<file path="src/qps_pkg.sv">
// ----------------------------------------------------------------------------
// Queen placement search package
// Board geometry constants and the layout of a stored queen entry.
// ----------------------------------------------------------------------------
package qps_pkg;

    localparam int HW_SIDE      = 8;
    localparam int MAX_SIDE_DEF = 8;
    localparam int ROW_W        = 4;
    localparam int COL_W        = 3;
    localparam int POS_W        = 3;
    localparam int ENTRY_W      = 2 * POS_W;
    localparam int MASK_W       = HW_SIDE;

endpackage

</file>
<file path="src/qps_ram.sv">
// ----------------------------------------------------------------------------
// Generic single-port-write, single-port-read RAM
// One write port and one read port with a registered read.
// ----------------------------------------------------------------------------
module qps_ram #(
    parameter int DATA_W = qps_pkg::ENTRY_W,
    parameter int DEPTH  = qps_pkg::HW_SIDE,
    parameter int ADDR_W = (DEPTH > 1) ? $clog2(DEPTH) : 1
) (
    input  logic              i_clk,
    input  logic              i_we,
    input  logic [ADDR_W-1:0] i_waddr,
    input  logic [DATA_W-1:0] i_wdata,
    input  logic [ADDR_W-1:0] i_raddr,
    output logic [DATA_W-1:0] o_rdata
);

    logic [DATA_W-1:0] r_mem [DEPTH];
    logic [DATA_W-1:0] r_rdata;

    always_ff @(posedge i_clk) begin
        if (i_we) begin
            r_mem[i_waddr] <= i_wdata;
        end
        r_rdata <= r_mem[i_raddr];
    end

    assign o_rdata = r_rdata;

endmodule

</file>
<file path="src/queen_placement_search_core.sv">
// Operation: a request runs a data-dependent backtracking search; every board row
//   tried costs one pass over the placed queens in the position RAM, and each result
//   beat then costs one more pass over them. One request is handled at a time; the
//   next is taken after the last result beat is loaded. Reset clears the control
//   state; the RAM is not cleared.
// ----------------------------------------------------------------------------
// Queen placement search core
// Depth-first search for non-attacking queens, with one result beat per row, or a single miss beat if none is found.
// ----------------------------------------------------------------------------
module queen_placement_search_core #(
    parameter int MAX_SIDE = qps_pkg::MAX_SIDE_DEF
) (
    input  logic        i_clk,
    input  logic        i_rst_n,
    input  logic        s_axis_tvalid,
    output logic        s_axis_tready,
    input  logic [7:0]  s_axis_tdata,   // board_size[3:0], queen_count[7:4]
    output logic        m_axis_tvalid,
    input  logic        m_axis_tready,
    output logic [23:0] m_axis_tdata,   // row_index[2:0], row_queens[10:3], row_open[18:11]
    output logic        m_axis_tuser,   // found[0]
    output logic        m_axis_tlast
);

    localparam int CAP    = (MAX_SIDE < qps_pkg::HW_SIDE) ? MAX_SIDE : qps_pkg::HW_SIDE;
    localparam int ADDR_W = (CAP > 1) ? $clog2(CAP) : 1;
    localparam int ROW_W  = qps_pkg::ROW_W;
    localparam int COL_W  = qps_pkg::COL_W;
    localparam int POS_W  = qps_pkg::POS_W;
    localparam int MASK_W = qps_pkg::MASK_W;

    localparam logic [2:0] S_IDLE       = 3'd0;
    localparam logic [2:0] S_SCAN_START = 3'd1;
    localparam logic [2:0] S_SCAN       = 3'd2;
    localparam logic [2:0] S_CHOOSE     = 3'd3;
    localparam logic [2:0] S_BACK       = 3'd4;
    localparam logic [2:0] S_BACK_WAIT  = 3'd5;
    localparam logic [2:0] S_EMIT       = 3'd6;
    localparam logic [2:0] S_MISS       = 3'd7;

    logic [2:0]        r_state, n_state;
    logic [ROW_W-1:0]  r_side, n_side;
    logic [ROW_W-1:0]  r_n, n_n;
    logic [ROW_W-1:0]  r_depth, n_depth;
    logic [ROW_W-1:0]  r_row, n_row;
    logic [COL_W-1:0]  r_col, n_col;
    logic [POS_W-1:0]  r_k, n_k;
    logic [MASK_W-1:0] r_amask, n_amask;
    logic [MASK_W-1:0] r_qmask, n_qmask;
    logic              r_mode_out, n_mode_out;
    logic              r_out_valid, n_out_valid;
    logic [2:0]        r_out_row, n_out_row;
    logic [MASK_W-1:0] r_out_q, n_out_q;
    logic [MASK_W-1:0] r_out_o, n_out_o;
    logic              r_out_found, n_out_found;
    logic              r_out_last, n_out_last;

    logic                     ram_we;
    logic [ADDR_W-1:0]        ram_waddr;
    logic [ADDR_W-1:0]        ram_raddr;
    logic [qps_pkg::ENTRY_W-1:0] ram_wdata;
    logic [qps_pkg::ENTRY_W-1:0] ram_rdata;

    logic [3:0]        in_side;
    logic [3:0]        in_n;
    logic [3:0]        side_c;
    logic [8:0]        side_full;
    logic [MASK_W-1:0] side_mask;
    logic [MASK_W-1:0] free_mask;
    logic              free_any;
    logic [COL_W-1:0]  pick;
    logic [POS_W-1:0]  qr;
    logic [POS_W-1:0]  qc;
    logic [POS_W-1:0]  rr;
    logic [POS_W-1:0]  dr;
    logic [3:0]        right_col;
    logic [MASK_W-1:0] hit_mask;
    logic [MASK_W-1:0] hit_queen;
    logic              prune;
    logic              out_free;

    qps_ram #(
        .DATA_W (qps_pkg::ENTRY_W),
        .DEPTH  (CAP),
        .ADDR_W (ADDR_W)
    ) u_pos_ram (
        .i_clk   (i_clk),
        .i_we    (ram_we),
        .i_waddr (ram_waddr),
        .i_wdata (ram_wdata),
        .i_raddr (ram_raddr),
        .o_rdata (ram_rdata)
    );

    assign in_side = s_axis_tdata[3:0];
    assign in_n    = s_axis_tdata[7:4];

    always_comb begin
        if (in_side == 4'd0) begin
            side_c = 4'd1;
        end else if (in_side > 4'(CAP)) begin
            side_c = 4'(CAP);
        end else begin
            side_c = in_side;
        end
    end

    assign side_full = (9'd1 << r_side) - 9'd1;
    assign side_mask = side_full[MASK_W-1:0];
    assign free_mask = ~r_amask & side_mask & (8'hFF << r_col);
    assign free_any  = |free_mask;

    always_comb begin
        pick = '0;
        for (int j = MASK_W - 1; j >= 0; j--) begin
            if (free_mask[j]) begin
                pick = COL_W'(j);
            end
        end
    end

    assign qr = ram_rdata[2*POS_W-1:POS_W];
    assign qc = ram_rdata[POS_W-1:0];
    assign rr = r_row[POS_W-1:0];
    assign dr = (rr > qr) ? (rr - qr) : (qr - rr);
    assign right_col = {1'b0, qc} + {1'b0, dr};

    always_comb begin
        if (qr == rr) begin
            hit_mask  = '1;
            hit_queen = 8'd1 << qc;
        end else begin
            hit_mask  = 8'd1 << qc;
            hit_queen = '0;
            if (right_col < 4'd8) begin
                hit_mask = hit_mask | (8'd1 << right_col[2:0]);
            end
            if (qc >= dr) begin
                hit_mask = hit_mask | (8'd1 << (qc - dr));
            end
        end
    end

    assign prune = ({1'b0, r_row} == {1'b0, r_side})
                || (({1'b0, r_n} + {1'b0, r_row}) > ({1'b0, r_side} + {1'b0, r_depth}));

    assign out_free = !r_out_valid || m_axis_tready;

    always_comb begin
        case (r_state)
            S_SCAN:  ram_raddr = ADDR_W'(r_k + 3'd1);
            S_BACK:  ram_raddr = ADDR_W'(r_depth - 4'd1);
            default: ram_raddr = '0;
        endcase
    end

    assign ram_we    = (r_state == S_CHOOSE) && !r_mode_out && free_any;
    assign ram_waddr = ADDR_W'(r_depth);
    assign ram_wdata = {rr, pick};

    always_comb begin
        n_state     = r_state;
        n_side      = r_side;
        n_n         = r_n;
        n_depth     = r_depth;
        n_row       = r_row;
        n_col       = r_col;
        n_k         = r_k;
        n_amask     = r_amask;
        n_qmask     = r_qmask;
        n_mode_out  = r_mode_out;
        n_out_valid = r_out_valid && !m_axis_tready;
        n_out_row   = r_out_row;
        n_out_q     = r_out_q;
        n_out_o     = r_out_o;
        n_out_found = r_out_found;
        n_out_last  = r_out_last;

        case (r_state)
            S_IDLE: begin
                if (s_axis_tvalid) begin
                    n_side     = side_c;
                    n_n        = in_n;
                    n_depth    = '0;
                    n_row      = '0;
                    n_col      = '0;
                    n_mode_out = (in_n == 4'd0);
                    if (in_n > side_c) begin
                        n_state = S_MISS;
                    end else begin
                        n_state = S_SCAN_START;
                    end
                end
            end
            S_SCAN_START: begin
                n_amask = '0;
                n_qmask = '0;
                n_k     = '0;
                if (!r_mode_out && prune) begin
                    n_state = S_BACK;
                end else if (r_depth == 4'd0) begin
                    n_state = r_mode_out ? S_EMIT : S_CHOOSE;
                end else begin
                    n_state = S_SCAN;
                end
            end
            S_SCAN: begin
                n_amask = r_amask | hit_mask;
                n_qmask = r_qmask | hit_queen;
                if (({1'b0, r_k} + 4'd1) < r_depth) begin
                    n_k = r_k + 3'd1;
                end else begin
                    n_state = r_mode_out ? S_EMIT : S_CHOOSE;
                end
            end
            S_CHOOSE: begin
                if (free_any) begin
                    n_depth = r_depth + 4'd1;
                    if ((r_depth + 4'd1) == r_n) begin
                        n_mode_out = 1'b1;
                        n_row      = '0;
                    end else if (({1'b0, pick} + 4'd1) == r_side) begin
                        n_row = r_row + 4'd1;
                        n_col = '0;
                    end else begin
                        n_col = pick + 3'd1;
                    end
                end else begin
                    n_row = r_row + 4'd1;
                    n_col = '0;
                end
                n_state = S_SCAN_START;
            end
            S_BACK: begin
                if (r_depth == 4'd0) begin
                    n_state = S_MISS;
                end else begin
                    n_state = S_BACK_WAIT;
                end
            end
            S_BACK_WAIT: begin
                n_depth = r_depth - 4'd1;
                if (({1'b0, qc} + 4'd1) == r_side) begin
                    n_row = {1'b0, qr} + 4'd1;
                    n_col = '0;
                end else begin
                    n_row = {1'b0, qr};
                    n_col = qc + 3'd1;
                end
                n_state = S_SCAN_START;
            end
            S_EMIT: begin
                if (out_free) begin
                    n_out_valid = 1'b1;
                    n_out_row   = rr;
                    n_out_q     = r_qmask;
                    n_out_o     = ~r_amask & ~r_qmask & side_mask;
                    n_out_found = 1'b1;
                    n_out_last  = (r_row + 4'd1) == r_side;
                    if ((r_row + 4'd1) == r_side) begin
                        n_state = S_IDLE;
                    end else begin
                        n_row   = r_row + 4'd1;
                        n_state = S_SCAN_START;
                    end
                end
            end
            S_MISS: begin
                if (out_free) begin
                    n_out_valid = 1'b1;
                    n_out_row   = '0;
                    n_out_q     = '0;
                    n_out_o     = '0;
                    n_out_found = 1'b0;
                    n_out_last  = 1'b1;
                    n_state     = S_IDLE;
                end
            end
            default: begin
                n_state = S_IDLE;
            end
        endcase
    end

    always_ff @(posedge i_clk) begin
        if (!i_rst_n) begin
            r_state     <= S_IDLE;
            r_out_valid <= 1'b0;
            r_mode_out  <= 1'b0;
            r_depth     <= '0;
        end else begin
            r_state     <= n_state;
            r_out_valid <= n_out_valid;
            r_mode_out  <= n_mode_out;
            r_depth     <= n_depth;
        end
    end

    always_ff @(posedge i_clk) begin
        r_side      <= n_side;
        r_n         <= n_n;
        r_row       <= n_row;
        r_col       <= n_col;
        r_k         <= n_k;
        r_amask     <= n_amask;
        r_qmask     <= n_qmask;
        r_out_row   <= n_out_row;
        r_out_q     <= n_out_q;
        r_out_o     <= n_out_o;
        r_out_found <= n_out_found;
        r_out_last  <= n_out_last;
    end

    assign s_axis_tready = (r_state == S_IDLE);
    assign m_axis_tvalid = r_out_valid;
    assign m_axis_tdata  = {5'd0, r_out_o, r_out_q, r_out_row};
    assign m_axis_tuser  = r_out_found;
    assign m_axis_tlast  = r_out_last;

endmodule
</file>
<file path="config.mk">
export PLATFORM = sky130hd
export DESIGN_NAME = queen_placement_search_core
export DESIGN_NICKNAME = d
export VERILOG_FILES = /design/src/qps_pkg.sv /design/src/qps_ram.sv /design/src/queen_placement_search_core.sv
export SDC_FILE = /design/constraint.sdc
export NUM_CORES = 1
export LEC_CHECK = 0
export BUFFER_PORTS_ARGS = -buffer_cell sky130_fd_sc_hd__buf_2
export CORE_MARGIN = 10
export CORE_UTILIZATION = 66
export DETAILED_ROUTE_END_ITERATION = 16
export GPL_TIMING_DRIVEN = 0
export PLACE_DENSITY_LB_ADDON = 0.08
export SYNTH_ARGS = -nofsm -noshare
export SYNTH_HDL_FRONTEND = slang
export SYNTH_SLANG_ARGS = --single-unit
</file>
<file path="constraint.sdc">
create_clock -name i_clk -period 9.6 [get_ports i_clk]
set_input_delay 1.92 -clock i_clk [delete_from_list [all_inputs] [get_ports i_clk]]
set_output_delay 1.92 -clock i_clk [all_outputs]
set_load 0.05 [all_outputs]
</file>
==> results of run 1 <==
==> cell usage after synthesis, drive strengths merged, types with 4 or more instances <==
master,instances,area [um2]
a211oi,10,92.6
a21boi,5,37.5
a21o,12,90.1
a21oi,33,165
a31oi,11,68.8
and2,15,93.8
and3,4,25.0
buf,19,161
clkbuf,17,68.8
dfxtp,15,300
edfxtp,103,3090
fa,6,120
ha,45,563
inv,35,131
mux2,7,78.8
mux4,12,270
nand2,37,146
nand2b,7,43.8
nand3,20,100
nor2,56,210
nor2b,10,62.6
nor3,14,75.1
nor4,10,62.6
o21a,9,67.6
o21ai,18,93.8
o22ai,10,62.6
or4,4,41.3
xnor2,16,140
xor2,16,140
==> path summary, 6_finish.rpt <==
path / start / to / slack [ns] / depth (start not counted)
setup / recovery: r_side[1] / r_row[0] / 4.94 / 14
hold / removal: m_axis_tvalid / m_axis_tvalid / 0.55 / 2
setup reg to reg: r_side[1] / r_row[0] / 4.94 / 14
hold reg to reg: m_axis_tvalid / m_axis_tvalid / 0.55 / 2
==> flip-flops by register name, summed over array words and instances, names as in the netlist <==
| register | count |
|---|---|
| u_pos_ram.r_mem | 48 |
| r_amask | 8 |
| r_out_o | 8 |
| r_out_q | 8 |
| r_qmask | 8 |
| u_pos_ram.o_rdata | 6 |
| r_depth | 4 |
| r_n | 4 |
| r_row | 4 |
| r_side | 4 |
| r_col | 3 |
| r_k | 3 |
| r_out_row | 3 |
| r_state | 3 |
| m_axis_tlast | 1 |
| m_axis_tuser | 1 |
| m_axis_tvalid | 1 |
| r_mode_out | 1 |
==> layout make-up <==
cell class,instances,share of cell area (%)
buffer,36,2.87
clock buffer,21,5.73
clock inverter,11,1.83
inverter,35,1.64
multi-input combinational,438,41.2
sequential,118,42.3
tap,136,2.12
timing repair buffer,34,2.25
==> cell families (layout without fill, tap and decap cells) <==
| family | after synthesis | after routing |
|---|---|---|
| AO/OA/AOI/OAI | 137 | 137 |
| XOR/XNOR | 32 | 32 |
| adder cells (fa/ha/maj) | 51 | 51 |
| buffers and inverters | 71 | 137 |
| flip-flops | 118 | 118 |
| multiplexers | 22 | 22 |
| other | 1 | 5 |
| AND/OR/NAND/NOR | 191 | 191 |
==> routing by layer <==
layer	global-route usage [%]	routed length (um)
met5	0	0
met4	9.53	442
met3	5.06	1350
met2	39.8	8850
met1	29.6	6870
==> critical path, cell delays in order, from the launching register on <==
cell and delay [ns]:
edfxtp_1 0.50, buf_6 0.19, or4_4 0.56, ha_1 0.32
nor2b_1 0.17, mux2i_1 0.47, o21ai_0 0.23, a211o_1 0.35
inv_1 0.22, ha_1 0.30, xor2_1 0.17, nor3_1 0.20
nand2_1 0.10, a22oi_1 0.28, o21ba_1 0.30
==> cells in the final DEF, fill, tap and decap left out, types with 15 or more instances in the layout <==
cell         n
xor2_1      16
a21oi_1     33
inv_1       35
clkbuf_1    16
nand3_1     20
dfxtp_1     15
edfxtp_1   103
clkbuf_16   16
ha_1        45
nor2_1      56
nand2_1     36
xnor2_1     16
buf_2       36
==> through the flow <==
step	setup WS (ns)	hold WS, ns	cells	cell area [um2]	util (%)
floorplan	5.62	0.546	627	7060	-
global placement	5.07	0.536	796	7390	71.3
detailed placement	5.02	0.544	797	7410	71.5
CTS	5.02	0.554	829	8020	77.3
global route	4.64	0.577	829	8020	77.3
finish	4.94	0.549	829	8020	77.3
==> metrics.md, run 1 <==
| Metric | Value |
|---|---|
| WS Path Type | `flip-flop to flip-flop` |
| Sum of routed wire length over all layers | `17500 um` |
| CTS tree | `yes` |
| Post-cts gate resize count | `0` |
| Number of antenna violations at the first check in global routing | `0` |
| Data arrival time of the critical path | `4.87 ns` |
| Number of nets with antenna violations after detailed routing | `0` |
| Outcome | `finished, final reports clean` |
| Yosys reg bits | `118` |
| FILL cells | `676` |
| Mean number of vias per cell | `6.32` |
| Master cell of the clock root buffer | `clkbuf_8` |
| Setup repair after global routing missed its margin | `false` |
| Transition at the pin with the smallest max-transition slack | `0.974 ns` |
| Async set or reset register ratio after synthesis | `0%` |
| Initial cell density of the core | `67.9%` |
| Routed length per instance | `21.1 um` |
| Largest clock skew in the final design | `0.00586 ns` |
| Wire length of the first global-routing pass | `27900 um` |
| Total standard cell area after synthesis | `7040 um2` |
| Remaining design rule violation count | `0` |
| Period utilisation layout | `48.6%` |
| Seq/Total Area, Yosys | `48.2%` |
| Postcts setup bufs | `0` |
| Nature of the critical path endpoint | `flip-flop` |
| Total of max-cap violations | `0` |
| Highest clock frequency the design can meet | `215 MHz` |
| Crit Path Max Fanout | `10` |
| Number of buffers between clock root and the deepest sink | `2` |
| Post-synth EDFFs | `103` |
| Number of top-level design ports | `40` |
| Std-Cell Core Area | `10400 um2` |
| Number of nets in the layout | `743` |
| Number of rows created at floorplan | `37` |
| DIE WIDTH | `123 um` |
| Worst skew pair latency | `0.51 ns` |
| Compound-gate portion of the synthesized area | `13.6%` |
| Remaining global-route overflow | `0` |
| Count of buffers inserted at the top-level ports | `33` |
| Routability congestion estimate from global placement | `0.916` |
| Area share of fa/ha/maj cells after synthesis | `9.70%` |
| Area of the die | `15200 um2` |
| H-Tree Depth | `4` |
| Data required, critical path | `9.80 ns` |
| DP Wirelength | `12700 um` |
| Max-slew headroom | `34.5%` |
| Largest family of logic cells by synthesized area | `simple AND/OR/NAND/NOR gates` |
| Overall fraction of global-route tracks in use | `23.8%` |
| Critical Path Start Type | `flip-flop` |
| Height of the die | `123 um` |
| Register clock-pin slew on the reported worst setup and hold paths | `0.06 ns` |
| Total CTS buffers | `17` |
| Post-synthesis mux area share | `5.38%` |
| Synth Warn # | `0` |
| Class of the tightest hold or removal check | `flip-flop to flip-flop` |
| Sequential cell area | `3390 um2` |
| Via count of the first global-routing pass | `5303` |
| Number of slew-limit violations in the final report | `0` |
| Hold violation total from the final report | `0` |
| Xor and xnor area share after synthesis | `3.98%` |
| Largest net degree at the start of global routing | `21` |
| Final number of setup-violating endpoints | `0` |
| Ant. Diodes | `0` |
| Synth-to-layout area growth | `13.8%` |
| Total number of clock tree sinks | `118` |
| Number of standard cells after synthesis | `623` |
| Prevailing post-synth register cell | `edfxtp_1` |
| Vias after detailed routing | `5239` |
| Setup_tns | `0 ns` |
| Router iterations before antenna repair | `5` |
| Average size of a mapped cell | `11.3 um2` |
| Post-layout minimum cycle time | `4.66 ns` |
| Simple-gate portion of the synthesized area | `14.0%` |
| Count of hold-fix buffers inserted at cts | `0` |
| Footprint of the multi-input gates | `3300 um2` |
| Fraction of layout instances using a drive strength above 1 | `17.2%` |
| Violation count after the first detailed-routing iteration | `699` |
| Library cells used by synthesis | `72` |
Power of run 1 is left out: the tool's default activity adds up to more than one toggle a clock period on the data nets, which glitch-free logic cannot reach.
==> run 2: changes to the inputs <==
--- a/config.mk
+++ b/config.mk
@@ -7,7 +7,7 @@
 export LEC_CHECK = 0
 export BUFFER_PORTS_ARGS = -buffer_cell sky130_fd_sc_hd__buf_2
 export CORE_MARGIN = 10
-export CORE_UTILIZATION = 66
+export CORE_UTILIZATION = 62
 export DETAILED_ROUTE_END_ITERATION = 16
 export GPL_TIMING_DRIVEN = 0
 export PLACE_DENSITY_LB_ADDON = 0.08
==> constraint.sdc (replaced) <==
create_clock -name i_clk -period 4.4 [get_ports i_clk]
set_input_delay 0.88 -clock i_clk [delete_from_list [all_inputs] [get_ports i_clk]]
set_output_delay 0.88 -clock i_clk [all_outputs]
set_load 0.05 [all_outputs]
==> metrics.md, run 2 (synthesis results as in run 1) <==
| Metric | Value |
|---|---|
| Violation count after the first detailed-routing iteration | `583` |
| Remaining design rule violation count | `0` |
| Transition at the pin with the smallest max-transition slack | `1.05 ns` |
| Total CTS buffers | `17` |
| DP Wirelength | `12300 um` |
| Mean number of vias per cell | `6.30` |
| Leading cell type in the layout, fill and taps excluded | `edfxtp_1` |
| Crit path max-delay family | `compound AO/OA/AOI/OAI gates` |
| Largest clock skew in the final design | `0.00716 ns` |
| Vias after detailed routing | `5282` |
| Data arrival time of the critical path | `4.39 ns` |
| Synth-to-layout area growth | `15.2%` |
| Via count of the first global-routing pass | `5111` |
| Sum of routed wire length over all layers | `17100 um` |
| Master of the slowest instance on the critical path | `or4_4` |
| DIE WIDTH | `127 um` |
| Number of nets in the layout | `748` |
| Ant. Diodes | `0` |
| Total of max-cap violations | `0` |
| Critical Path Start Type | `flip-flop` |
| Crit path cell chain | `buf_6 > or4_4 > ha_2 > clkbuf_4 > a311oi_2 > o32a_2 > a21oi_1 > o311a_4 > ha_1 > xor2_1 > nor3_1 > nand2_1 > a22oi_2 > o21ba_4` |
| Smallest hold slack | `0.538 ns` |
| Nature of the critical path endpoint | `flip-flop` |
| Number of buffers between clock root and the deepest sink | `2` |
| Worst reg-to-reg setup slack | `0.14 ns` |
| Setup repair after global routing missed its margin | `false` |
| Total number of clock tree sinks | `118` |
| Class of the tightest hold or removal check | `flip-flop to flip-flop` |
| Highest clock frequency the design can meet | `235 MHz` |
| WHS Path Cells | `2` |
| Fraction of layout instances using a drive strength above 1 | `18.6%` |
| Max reg flops | `48` |
| CTS tree | `yes` |
| Worst Path Buf+Inv | `2` |
| Post-layout minimum cycle time | `4.26 ns` |
| R2r endpoint | `r_row[3]` |
| Crit-path max cell delay | `0.55 ns` |
| Number of top-level design ports | `40` |
| Final number of setup-violating endpoints | `0` |
| Overall fraction of global-route tracks in use | `21.3%` |
| Period utilisation layout | `96.9%` |
| Master cell of the clock root buffer | `clkbuf_16` |
| Largest net degree at the start of global routing | `20` |
| Routed length per instance | `20.4 um` |
| Max-slew headroom | `29.2%` |
| Worst skew pair latency | `0.42 ns` |
| Worst reg2reg startpoint | `r_side[1]` |
| Highest-count cells in the layout ignoring fill and taps | `edfxtp_1, nor2_1, ha_1, nand2_1, buf_2` |
| Register clock-pin slew on the reported worst setup and hold paths | `0.05 ns` |
| Number of rows created at floorplan | `38` |
| Router iterations before antenna repair | `5` |
| Wire length of the first global-routing pass | `27300 um` |
| Count of hold-fix buffers inserted at cts | `0` |
| Number of antenna violations at the first check in global routing | `0` |
| DP Area | `7410 um2` |
| Initial cell density of the core | `64.1%` |
| Number of slew-limit violations in the final report | `0` |
| Most flops, register | `u_pos_ram.r_mem` |
| Height of the die | `127 um` |
| WS Path Type | `flip-flop to flip-flop` |
| Crit Path Max Fanout | `10` |
| Routability congestion estimate from global placement | `0.930` |
| End of the worst hold path | `m_axis_tvalid` |
| Layout Cell Area excl Fill | `8110 um2` |
| Startpoint of the lowest-slack hold path | `m_axis_tvalid` |
| Hold violation total from the final report | `0` |
| Count of buffers inserted at the top-level ports | `33` |
| Number of nets with antenna violations after detailed routing | `0` |
| Depth of the worst register-to-register path | `14` |
| Std-Cell Core Area | `11000 um2` |
| Data required, critical path | `4.53 ns` |
| Area of the die | `16000 um2` |
| H-Tree Depth | `4` |
| Remaining global-route overflow | `0` |
| Outcome | `finished, final reports clean` |
## run 2: per-stage QoR
| step | instances | setup TNS (ns) | setup WS [ns] | util (%) |
|---|---|---|---|---|
| final | 838 | 0 | 0.138 | 73.8 |
| after global routing | 838 | 0 | 0.00772 | 73.8 |
| after CTS | 835 | 0 | 0.00192 | 73.4 |
| after detailed placement | 801 | -0.568 | -0.142 | 67.5 |
| after global placement | 800 | -0.270 | -0.0677 | 67.4 |
| after floorplan | 627 | 0 | 0.417 | - |
## run 2: how the worst max path moves through the flow
stage          slack (ns)  endpoint      start  depth (start not counted)
3_5_place_dp        -0.14  r_row[1]  r_side[1]                         14
2_1_floorplan        0.42  r_row[0]  r_side[1]                         14
6_report             0.14  r_row[3]  r_side[1]                         14
4_1_cts             0.002  r_row[3]  r_side[1]                         14
5_1_grt             0.008  r_row[3]  r_side[1]                         14
3_3_place_gp        -0.07  r_row[1]  r_side[1]                         14
## run 2: tightest hold or removal path, stage by stage, from the launching register on
cell and delay [ns]:
dfxtp_1 0.31, nand2b_1 0.10, a21boi_0 0.08
## run 2: cell type report
cell class,count,area (um2)
Sequential cell,118,3390
Inverter,35,134
Clock buffer,20,447
Tap cell,140,175
Fill cell,737,2870
Timing Repair Buffer,39,218
Clock inverter,12,176
Multi-Input combinational cell,438,3340
Buffer,36,230
## run 2: what timing repair did
action                                  4_1_cts  5_1_grt
resized for setup                             4        6
endpoints found under the setup margin        4        6
buffers inserted                              2        3
gates cloned                                  0        0
## run 2: layer usage
layer	vias to the layer above	wire (um)	track usage, %
met2	254	8010	32.2
met4	0	329	7.90
met1	2558	7340	28.6
li1	2434	-	-
met5	-	0	0
met3	36	1400	6.25
Power of run 2 is left out for the same reason.
